===== src/pps_pkg.sv =====
// Shared constants and types of the preemptive priority scheduler.
package pps_pkg;

    // Number of task slots in the chain of cells.
    localparam int SLOTS     = 16;
    // Width of the scheduler time base.
    localparam int TIME_BITS = 16;
    // Field widths fixed by the interface.
    localparam int BURST_W   = 16;
    localparam int URG_W     = 8;
    localparam int OUT_W     = 16;
    localparam int RUN_W     = 4;

    // Derived widths.
    localparam int SLOT_W    = (SLOTS > 1) ? $clog2(SLOTS) : 1;
    localparam int CNT_W     = $clog2(SLOTS + 1);
    localparam int CMP_W     = (TIME_BITS > BURST_W) ? TIME_BITS : BURST_W;

    // Command codes of an input transfer.
    localparam logic CMD_LOAD = 1'b0;
    localparam logic CMD_TICK = 1'b1;

    typedef logic [TIME_BITS-1:0] t_time;
    typedef logic [BURST_W-1:0]   t_burst;
    typedef logic [URG_W-1:0]     t_urg;
    typedef logic [SLOT_W-1:0]    t_slot;
    typedef logic [CNT_W-1:0]     t_cnt;

    // Best candidate so far, handed from cell to cell along the chain.
    typedef struct packed {
        logic   found;
        t_urg   urgency;
        t_slot  slot;
        t_time  arrival;
        t_burst burst;
        logic   last;
    } t_token;

    // Control broadcast from the controller to every cell.
    typedef struct packed {
        logic   load_en;
        logic   dec_en;
        t_slot  slot;
        t_time  arrival;
        t_burst burst;
        t_urg   urgency;
    } t_cell_ctl;

endpackage


===== src/pps_cell.sv =====
// One task slot of the scheduler chain: holds the task and passes on the best candidate.
module pps_cell (
    input  logic               i_clk,
    input  logic               i_rst_n,
    input  pps_pkg::t_slot     i_index,
    input  pps_pkg::t_time     i_now,
    input  pps_pkg::t_cell_ctl i_ctl,
    input  pps_pkg::t_token    i_tok,
    output pps_pkg::t_token    o_tok
);

    logic             r_loaded;
    pps_pkg::t_time   r_arrival;
    pps_pkg::t_burst  r_burst;
    pps_pkg::t_burst  r_remaining;
    pps_pkg::t_urg    r_urgency;
    pps_pkg::t_token  r_tok;
    pps_pkg::t_token  n_tok;
    logic             eligible;
    logic             take;

    // Valid flag of the slot; set by a load, cleared by reset.
    always_ff @(posedge i_clk) begin
        if (!i_rst_n) begin
            r_loaded <= 1'b0;
        end else if (i_ctl.load_en && i_ctl.slot == i_index) begin
            r_loaded <= 1'b1;
        end
    end

    // Task fields: written on load, remaining work counted down when this slot runs.
    always_ff @(posedge i_clk) begin
        if (i_ctl.load_en && i_ctl.slot == i_index) begin
            r_arrival   <= i_ctl.arrival;
            r_burst     <= i_ctl.burst;
            r_remaining <= i_ctl.burst;
            r_urgency   <= i_ctl.urgency;
        end else if (i_ctl.dec_en && i_ctl.slot == i_index) begin
            r_remaining <= r_remaining - pps_pkg::BURST_W'(1);
        end
    end

    // This slot replaces the incoming candidate only with a strictly higher urgency,
    // so on a tie the lower slot keeps its place.
    always_comb begin
        eligible = r_loaded && (r_arrival <= i_now) && (r_remaining != '0);
        take     = eligible && (!i_tok.found || (r_urgency > i_tok.urgency));
        n_tok    = i_tok;
        if (take) begin
            n_tok.found   = 1'b1;
            n_tok.urgency = r_urgency;
            n_tok.slot    = i_index;
            n_tok.arrival = r_arrival;
            n_tok.burst   = r_burst;
            n_tok.last    = (r_remaining == pps_pkg::BURST_W'(1));
        end
    end

    // Candidate register towards the next cell.
    always_ff @(posedge i_clk) begin
        r_tok <= n_tok;
    end

    assign o_tok = r_tok;

endmodule


===== src/pps_ctrl.sv =====
// Sequencer of the scheduler: loads, scan timing, bookkeeping and result registers.
module pps_ctrl (
    input  logic               i_clk,
    input  logic               i_rst_n,
    input  logic               start,
    output logic               busy,
    input  logic               i_command,
    input  pps_pkg::t_time     i_arrival,
    input  pps_pkg::t_burst    i_burst,
    input  pps_pkg::t_urg      i_urgency,
    input  pps_pkg::t_token    i_best,
    output pps_pkg::t_time     o_now,
    output pps_pkg::t_cell_ctl o_ctl,
    output logic               o_valid,
    output logic [15:0]        o_tick_time,
    output logic [3:0]         o_run_slot,
    output logic               o_idle,
    output logic               o_segment_start,
    output logic               o_finished,
    output logic [15:0]        o_wait_time,
    output logic [15:0]        o_turnaround_time,
    output logic               o_all_done
);

    typedef enum logic [2:0] {
        ST_IDLE   = 3'b001,
        ST_SCAN   = 3'b010,
        ST_UPDATE = 3'b100
    } t_state;

    t_state                r_state;
    t_state                n_state;
    pps_pkg::t_slot        r_scan_cnt;
    pps_pkg::t_cnt         r_loaded_cnt;
    pps_pkg::t_cnt         r_done_cnt;
    pps_pkg::t_cnt         n_done_cnt;
    pps_pkg::t_time        r_now;
    pps_pkg::t_time        n_now;
    pps_pkg::t_slot        r_prev_slot;
    logic                  r_prev_valid;
    logic                  r_valid;
    logic [15:0]           r_tick_time;
    logic [3:0]            r_run_slot;
    logic                  r_idle;
    logic                  r_seg;
    logic                  r_fin;
    logic [15:0]           r_wait;
    logic [15:0]           r_turn;
    logic                  r_all_done;
    logic                  accept;
    logic                  do_load;
    logic                  fin;
    logic                  seg;
    pps_pkg::t_time        turn;
    logic [pps_pkg::CMP_W-1:0] turn_x;
    logic [pps_pkg::CMP_W-1:0] burst_x;
    logic [pps_pkg::CMP_W-1:0] wait_x;

    assign busy    = (r_state != ST_IDLE);
    assign accept  = start && !busy;
    assign do_load = accept && (i_command == pps_pkg::CMD_LOAD)
                     && (r_loaded_cnt < pps_pkg::CNT_W'(pps_pkg::SLOTS));

    // State sequencing: a tick scans the whole chain, then updates and returns to idle.
    always_comb begin
        n_state = r_state;
        unique case (r_state)
            ST_IDLE: begin
                if (accept && i_command == pps_pkg::CMD_TICK) begin
                    n_state = ST_SCAN;
                end
            end
            ST_SCAN: begin
                if (r_scan_cnt == pps_pkg::SLOT_W'(pps_pkg::SLOTS - 1)) begin
                    n_state = ST_UPDATE;
                end
            end
            ST_UPDATE: begin
                n_state = ST_IDLE;
            end
            default: begin
                n_state = ST_IDLE;
            end
        endcase
    end

    // Tick arithmetic on the winning candidate at the end of the chain.
    always_comb begin
        n_now   = (r_now != '1) ? (r_now + pps_pkg::TIME_BITS'(1)) : r_now;
        fin     = i_best.found && i_best.last;
        seg     = i_best.found && (!r_prev_valid || (r_prev_slot != i_best.slot));
        turn    = n_now - i_best.arrival;
        turn_x  = pps_pkg::CMP_W'(turn);
        burst_x = pps_pkg::CMP_W'(i_best.burst);
        wait_x  = (turn_x >= burst_x) ? (turn_x - burst_x) : '0;
        n_done_cnt = r_done_cnt + pps_pkg::CNT_W'(fin);
    end

    // Control state.
    always_ff @(posedge i_clk) begin
        if (!i_rst_n) begin
            r_state      <= ST_IDLE;
            r_scan_cnt   <= '0;
            r_loaded_cnt <= '0;
            r_done_cnt   <= '0;
            r_now        <= '0;
            r_prev_slot  <= '0;
            r_prev_valid <= 1'b0;
            r_valid      <= 1'b0;
        end else begin
            r_state <= n_state;
            r_valid <= (r_state == ST_UPDATE);
            if (r_state == ST_SCAN) begin
                r_scan_cnt <= r_scan_cnt + pps_pkg::SLOT_W'(1);
            end else begin
                r_scan_cnt <= '0;
            end
            if (do_load) begin
                r_loaded_cnt <= r_loaded_cnt + pps_pkg::CNT_W'(1);
                if (i_burst == '0) begin
                    r_done_cnt <= r_done_cnt + pps_pkg::CNT_W'(1);
                end
            end
            if (r_state == ST_UPDATE) begin
                r_now      <= n_now;
                r_done_cnt <= n_done_cnt;
                if (i_best.found) begin
                    r_prev_slot  <= i_best.slot;
                    r_prev_valid <= !fin;
                end
            end
        end
    end

    // Result registers, written in the update state and held until the next update.
    always_ff @(posedge i_clk) begin
        if (r_state == ST_UPDATE) begin
            r_tick_time <= 16'(r_now);
            r_run_slot  <= i_best.found ? 4'(i_best.slot) : 4'd0;
            r_idle      <= !i_best.found;
            r_seg       <= seg;
            r_fin       <= fin;
            r_wait      <= fin ? 16'(wait_x) : 16'd0;
            r_turn      <= fin ? 16'(turn) : 16'd0;
            r_all_done  <= (n_done_cnt == r_loaded_cnt);
        end
    end

    // Broadcast to the cells: loads in idle, the count-down in the update cycle.
    always_comb begin
        o_ctl.load_en = do_load;
        o_ctl.dec_en  = (r_state == ST_UPDATE) && i_best.found;
        o_ctl.slot    = (r_state == ST_UPDATE) ? i_best.slot
                                               : r_loaded_cnt[pps_pkg::SLOT_W-1:0];
        o_ctl.arrival = i_arrival;
        o_ctl.burst   = i_burst;
        o_ctl.urgency = i_urgency;
    end

    assign o_now             = r_now;
    assign o_valid           = r_valid;
    assign o_tick_time       = r_tick_time;
    assign o_run_slot        = r_run_slot;
    assign o_idle            = r_idle;
    assign o_segment_start   = r_seg;
    assign o_finished        = r_fin;
    assign o_wait_time       = r_wait;
    assign o_turnaround_time = r_turn;
    assign o_all_done        = r_all_done;

    // A result is only shown in the cycle after an update.
    a_valid_after_update: assert property (@(posedge i_clk) disable iff (!i_rst_n)
        o_valid |-> $past(r_state == ST_UPDATE))
        else $error("result strobe without a preceding update");

    // An idle tick neither completes a task nor starts a segment.
    a_idle_quiet: assert property (@(posedge i_clk) disable iff (!i_rst_n)
        (o_valid && o_idle) |-> (!o_finished && !o_segment_start))
        else $error("idle tick reports activity");

    // No more tasks can be done than were loaded.
    a_done_bound: assert property (@(posedge i_clk) disable iff (!i_rst_n)
        r_done_cnt <= r_loaded_cnt)
        else $error("done count exceeds loaded count");

    // A tick transfer always leads to a full scan before the update.
    a_scan_entry: assert property (@(posedge i_clk) disable iff (!i_rst_n)
        (accept && i_command == pps_pkg::CMD_TICK)
        |=> (r_state == ST_SCAN && r_scan_cnt == '0))
        else $error("tick did not start a scan");

endmodule


===== src/preemptive_priority_scheduler_core.sv =====
// Top level of the preemptive priority scheduler: controller and chain of slot cells.
//
// Usage: drive i_command, i_arrival, i_burst and i_urgency with start high; the
// transfer happens at the rising edge where start is high and busy is low.
// A load command (0) writes the next free slot in the same cycle and keeps busy
// low, so loads may follow one per cycle; loads beyond the last slot are dropped.
// A tick command (1) raises busy while the chain is scanned and updated: the
// best candidate travels one cell per cycle down the chain of slots, and the
// update state then applies the count-down and the timing arithmetic. The
// result transfer follows as a one-cycle o_valid strobe right after busy
// falls; the next item may be taken in the strobe cycle. Loads produce no
// result.
// The receiver cannot hold results off; o_valid is high for exactly one cycle.
// Reset (i_rst_n low, synchronous) empties the table, clears time and counts
// and forgets the running task; the slot contents themselves are not cleared.
module preemptive_priority_scheduler_core (
    input  logic        i_clk,
    input  logic        i_rst_n,
    input  logic        start,
    output logic        busy,
    input  logic        i_command,
    input  logic [15:0] i_arrival,
    input  logic [15:0] i_burst,
    input  logic [7:0]  i_urgency,
    output logic        o_valid,
    output logic [15:0] o_tick_time,
    output logic [3:0]  o_run_slot,
    output logic        o_idle,
    output logic        o_segment_start,
    output logic        o_finished,
    output logic [15:0] o_wait_time,
    output logic [15:0] o_turnaround_time,
    output logic        o_all_done
);

    pps_pkg::t_token    tok_chain [pps_pkg::SLOTS+1];
    pps_pkg::t_cell_ctl cell_ctl;
    pps_pkg::t_time     now;

    assign tok_chain[0] = '0;

    // Controller.
    pps_ctrl u_ctrl (
        .i_clk             (i_clk),
        .i_rst_n           (i_rst_n),
        .start             (start),
        .busy              (busy),
        .i_command         (i_command),
        .i_arrival         (pps_pkg::TIME_BITS'(i_arrival)),
        .i_burst           (pps_pkg::BURST_W'(i_burst)),
        .i_urgency         (pps_pkg::URG_W'(i_urgency)),
        .i_best            (tok_chain[pps_pkg::SLOTS]),
        .o_now             (now),
        .o_ctl             (cell_ctl),
        .o_valid           (o_valid),
        .o_tick_time       (o_tick_time),
        .o_run_slot        (o_run_slot),
        .o_idle            (o_idle),
        .o_segment_start   (o_segment_start),
        .o_finished        (o_finished),
        .o_wait_time       (o_wait_time),
        .o_turnaround_time (o_turnaround_time),
        .o_all_done        (o_all_done)
    );

    // Chain of slot cells, slot 0 at the head.
    for (genvar g = 0; g < pps_pkg::SLOTS; g++) begin : g_cell
        pps_cell u_cell (
            .i_clk   (i_clk),
            .i_rst_n (i_rst_n),
            .i_index (pps_pkg::SLOT_W'(g)),
            .i_now   (now),
            .i_ctl   (cell_ctl),
            .i_tok   (tok_chain[g]),
            .o_tok   (tok_chain[g+1])
        );
    end

endmodule

===== config.mk =====
export PLATFORM = sky130hd
export DESIGN_NAME = preemptive_priority_scheduler_core
export DESIGN_NICKNAME = d
export VERILOG_FILES = /design/src/pps_pkg.sv /design/src/pps_cell.sv /design/src/pps_ctrl.sv /design/src/preemptive_priority_scheduler_core.sv
export SDC_FILE = /design/constraint.sdc
export NUM_CORES = 2
export LEC_CHECK = 0
export BUFFER_PORTS_ARGS = -buffer_cell sky130_fd_sc_hd__buf_2
export CORE_AREA = 2 2 428 430
export DETAILED_ROUTE_END_ITERATION = 8
export DIE_AREA = 0 0 430 432
export GPL_TIMING_DRIVEN = 0
export SLEW_MARGIN = 10
export SYNTH_ARGS = -nofsm -noshare
export SYNTH_HDL_FRONTEND = slang
export SYNTH_SLANG_ARGS = --single-unit

===== constraint.sdc =====
create_clock -name i_clk -period 11.8 [get_ports i_clk]
set_clock_uncertainty 0.1 [all_clocks]
set_input_delay 1.18 -clock i_clk [delete_from_list [all_inputs] [get_ports i_clk]]
set_output_delay 1.18 -clock i_clk [all_outputs]
set_load 0.01 [all_outputs]

==> metrics.md <==
| Metric | Value |
|---|---|
| Die Footprint | 0.186 sq mm |
| Number of clock sinks | 1720 |
| Compound-gate portion of the synthesized area | 6.24% |
| CP endpoint kind | register |
| Clock latency of the later-clocked register in the worst-skew pair | 820 ps |
| Via count of the routed design | 43958 |
| Crit Path Category | reg2reg |
| Mux contribution to synthesized area | 9.93% |
| TritonCTS buffer count | 177 |
| Area growth syn-to-layout | 13.5% |
| Worst path most repeated cell | sky130_fd_sc_hd__clkbuf_1 |
| Synthesized-area fraction occupied by xor and xnor cells | 3.08% |
| Total buffers and inverters traversed by the critical path | 5 |
| Simple-gate area share of the yosys netlist | 8.96% |
| Routed Wire Length | 185000 um |
| Final count of negative-setup-slack endpoints | 0 |
| Worst-Margin Slew | 1380 ps |
| Number of nets produced by synthesis | 6041 |
| Number of flops mapped to enable cells by yosys | 952 |
| Final Max Tran Viols | 0 |
| Cts-stage hold buffer count | 0 |
| Cell total after placement | 8039 |
| Number of routed nets with antenna violations | 0 |
| WL per Instance | 22.1 um |
| Part of the Yosys area used for sequential elements | 61.0% |
| Number of placement rows | 157 |
| Busiest layer in global routing | met2 |
| Number of antenna violations at the first check in global routing | 13 |
| Global routing usage on met1 | 25.7% |
| GR Layer Usage met2 | 32.9% |
| Min Clock Period, post-route | 6850 ps |
| Met3 Use GR | 2.81% |
| Launching instance or port of the critical path | u_ctrl.o_now[0] |
| Part of the cycle the worst path needs | 58.1% |
| Worst Min Path Start | g_cell[6].u_cell.o_tok[35] |
| Fraction of the mapped netlist area in adder cells | 8.04% |
| All-layer global routing usage | 19.7% |
| Hold Vio Cnt, Final | 0 |
| Footprint of the multi-input gates | 0.0262 sq mm |
| Number of instances in the synthesized netlist | 5535 |
| Synthesis-stage register bit count | 1720 |
| Clock Tree Buf Depth | 3 |
| Number of top-level pins | 102 |
| Async set or reset register ratio after synthesis | 0% |
| Number of remaining DRC errors | 0 |
| Overall power consumption | 12.3 mW |
| Max H-tree Level | 4 |
| Via density | 5.25 |
| Die width | 430 um |
| Maximum number of pins on one net before global-route repair | 50 |
| Number of library cell types mapped by synthesis | 83 |
| Fillers | 16305 |
| Dominant synthesized flop cell | sky130_fd_sc_hd__edfxtp_1 |
| Maximum vdd ir drop | 0.109 mV |
| Family of cells with the greatest summed delay on the critical path | compound AO/OA/AOI/OAI gates |
| Remaining global-route overflow | 0 |
| Unrepaired setup endpoints after global routing | no |
| Number of nets in the finished design | 6340 |
| Combined area of all synthesized cells | 0.0721 sq mm |
| Initial standard-cell utilization of the core | 39.7% |
| Iter 0 DRT Violations | 3218 |
| Last weighted congestion value of the routability-driven placer | 0.880 |
| DIE HEIGHT | 432 um |
| Maximum single-stage delay on the critical path | 520 ps |
| Run status | finished clean |
| Share of layout cells above drive strength 1 | 19.7% |
| Class of the worst hold path | reg2reg |
| Leakage | 30.7 nW |
| Worst Setup Start Kind | register |
| Slew margin rel. | 7.21% |
| Max_cap viols | 0 |
| Total number of yosys warnings | 0 |
| Largest family of logic cells by synthesized area | multiplexers |
| DP HPWL | 127000 um |
| Root buffer selected by CTS | sky130_fd_sc_hd__clkbuf_16 |
| Clock slew at the register clock pins of the worst setup and hold paths | 60 ps |
| CP max-delay cell | sky130_fd_sc_hd__o41ai_1 |
| Via count of the first global-routing pass | 43667 |
| Least setup slack across all paths after layout | 4950 ps |
| Setup_tns | 0 ps |
| Origin of the critical flop-to-flop path | u_ctrl.o_now[0] |
| Area of the core | 0.182 sq mm |
| Non-filler cells in the finished layout | 8376 |
| Maximum clock frequency | 146 MHz |
| Post-CTS setup buffer count | 0 |
| Number of port buffers | 100 |
| Post-CTS Resized | 0 |
| Data required time at the worst endpoint | 12240 ps |
| CP arrival | 7290 ps |
| TritonCTS clock tree | yes |
| Sequential standard cell area | 0.0440 sq mm |
| First-pass iteration count of the detailed router | 5 |
| Placement-stage worst setup slack | 5020 ps |
| Global-route wire length before repair | 275000 um |
| Power per cell area | 150 mW/mm^2 |
| Cell breakdown of the critical path | buf_12, ha_1, and3_1, clkbuf_1, and4_1, nand2b_1, clkbuf_1, nand3_1, a21boi_0, ha_1, a21o_1, a31o_2, o211ai_1, nand2_1, xor2_1, ha_1, clkbuf_1, a21o_1, o41ai_1, a41o_1, clkbuf_1, nor2_1 |
| Post-synthesis area per instance | 13.0 sq um |
| Largest driver fanout on the critical path | 19 |
[logic make-up (layout without fill, tap and decap cells)]
kind of cell,Yosys count,after routing
compound gates,744,744
xor+xnor,254,254
fa+ha+maj,462,462
buf+inv,472,925
flops,1720,1720
mux,615,615
other cells,0,3
simple gates,1268,1268
[power breakdown]
| group | switching (mW) | leakage (nW) | internal (mW) | total [mW] |
|---|---|---|---|---|
| Clock | 2.41 | 2.79 | 3.09 | 5.50 |
| Sequential | 0.0289 | 15.2 | 6.37 | 6.40 |
| Combinational | 0.265 | 12.7 | 0.141 | 0.406 |
[registers in the layout, summed over array words and instances (netlist names)]
| signal | cells |
|---|---|
| u_ctrl.r_prev_valid | 1 |
| g_cell.u_cell.o_tok | 713 |
| u_ctrl.o_finished | 1 |
| u_ctrl.o_tick_time | 16 |
| u_ctrl.o_valid | 1 |
| u_ctrl.o_idle | 1 |
| u_ctrl.o_run_slot | 4 |
| u_ctrl.o_turnaround_time | 16 |
| g_cell.u_cell.r_remaining | 256 |
| u_ctrl.o_now | 16 |
| u_ctrl.o_segment_start | 1 |
| g_cell.u_cell.r_arrival | 256 |
| u_ctrl.r_prev_slot | 4 |
| g_cell.u_cell.r_urgency | 128 |
| u_ctrl.o_wait_time | 16 |
| u_ctrl.r_state | 3 |
| u_ctrl.r_loaded_cnt | 5 |
| u_ctrl.r_done_cnt | 5 |
| g_cell.u_cell.r_loaded | 16 |
| u_ctrl.r_scan_cnt | 4 |
| u_ctrl.o_all_done | 1 |
| g_cell.u_cell.r_burst | 256 |
[through the flow]
| stage | hold WS [ps] | cell area, sq um | utilization, % |
|---|---|---|---|
| 2_1_floorplan | 293 | 72100 | - |
| 4_1_cts | 312 | 81800 | 45.0 |
| 6_report | 307 | 81800 | 45.0 |
| 3_5_place_dp | 299 | 76100 | 41.9 |
| 5_1_grt | 323 | 81800 | 45.0 |
| 3_3_place_gp | 297 | 75600 | 41.6 |
[final cells by class]
cell class / count / share of cell area [%]
Clock inverter: 67 / 0.868
Inverter: 292 / 1.34
Timing Repair Buffer: 120 / 1.06
Clock buffer: 266 / 6.14
Multi-Input combinational cell: 3343 / 32.1
Tap cell: 2385 / 3.65
Antenna cell: 3 / 0.00917
Buffer: 180 / 1.16
Sequential cell: 1720 / 53.7
[cells in the mapped netlist (all sizes together), types with 12 or more instances]
| cell type | instances | area [sq um] |
|---|---|---|
| ha | 460 | 5760 |
| and2 | 64 | 400 |
| a21oi | 264 | 1340 |
| mux2i | 12 | 120 |
| a31oi | 47 | 307 |
| xnor2 | 192 | 1680 |
| o211ai | 38 | 305 |
| and3 | 17 | 106 |
| or4 | 28 | 221 |
| nor2b | 60 | 375 |
| o31ai | 20 | 150 |
| a21o | 38 | 285 |
| or3 | 30 | 188 |
| xor2 | 62 | 543 |
| o21ai | 210 | 1050 |
| o41ai | 18 | 158 |
| nand2 | 270 | 1010 |
| nor3 | 79 | 395 |
| nand4 | 102 | 638 |
| nor4 | 79 | 601 |
| clkbuf | 68 | 255 |
| o21bai | 16 | 120 |
| a211oi | 28 | 215 |
| nand2b | 30 | 188 |
| or2 | 39 | 244 |
| edfxtp | 952 | 28600 |
| nor2 | 344 | 1290 |
| mux2 | 603 | 7040 |
| dfxtp | 768 | 15400 |
| buf | 112 | 672 |
| a221oi | 12 | 105 |
| nand3 | 79 | 395 |
| inv | 291 | 1090 |
[metal layers]
layer	vias up	part of all wire (%)
li1	20788	-
met1	21707	44
met2	1104	48
met3	357	4.9
met4	2	3.8
met5	-	0.0070
[cell usage in the layout (no fill, tap or decap), types with 17 or more instances in the layout]
cell	count
sky130_fd_sc_hd__or2_2	38
sky130_fd_sc_hd__nor4_1	66
sky130_fd_sc_hd__or4_1	25
sky130_fd_sc_hd__inv_1	281
sky130_fd_sc_hd__ha_1	460
sky130_fd_sc_hd__o21ai_0	207
sky130_fd_sc_hd__edfxtp_1	952
sky130_fd_sc_hd__clkbuf_1	133
sky130_fd_sc_hd__clkinv_2	25
sky130_fd_sc_hd__and2_1	64
sky130_fd_sc_hd__nand4_1	102
sky130_fd_sc_hd__o41ai_1	18
sky130_fd_sc_hd__dfxtp_1	767
sky130_fd_sc_hd__nand2b_1	30
sky130_fd_sc_hd__nand2_1	270
sky130_fd_sc_hd__mux2_4	66
sky130_fd_sc_hd__a31oi_1	43
sky130_fd_sc_hd__nand3_1	79
sky130_fd_sc_hd__nor2b_1	60
sky130_fd_sc_hd__a21oi_1	261
sky130_fd_sc_hd__nor2_1	324
sky130_fd_sc_hd__xor2_1	62
sky130_fd_sc_hd__xnor2_1	192
sky130_fd_sc_hd__mux2_2	536
sky130_fd_sc_hd__nor2_2	20
sky130_fd_sc_hd__clkbuf_8	20
sky130_fd_sc_hd__nor3_1	79
sky130_fd_sc_hd__a211oi_1	27
sky130_fd_sc_hd__a21o_1	38
sky130_fd_sc_hd__clkinv_1	19
sky130_fd_sc_hd__o31ai_1	19
sky130_fd_sc_hd__and3_1	17
sky130_fd_sc_hd__o211ai_1	34
sky130_fd_sc_hd__clkbuf_16	180
sky130_fd_sc_hd__buf_2	183
sky130_fd_sc_hd__or3_1	30
[path summary, 6_finish.rpt]
path                                 to  depth (start not counted)  slack (ps)
max reg2reg       u_ctrl.o_wait_time[1]                         22        4950
min reg2reg  g_cell[7].u_cell.o_tok[35]                          1         310
max               u_ctrl.o_wait_time[1]                         22        4950
min          g_cell[7].u_cell.o_tok[35]                          1         310
No activity file was read; power rests on OpenSTA's default activity.
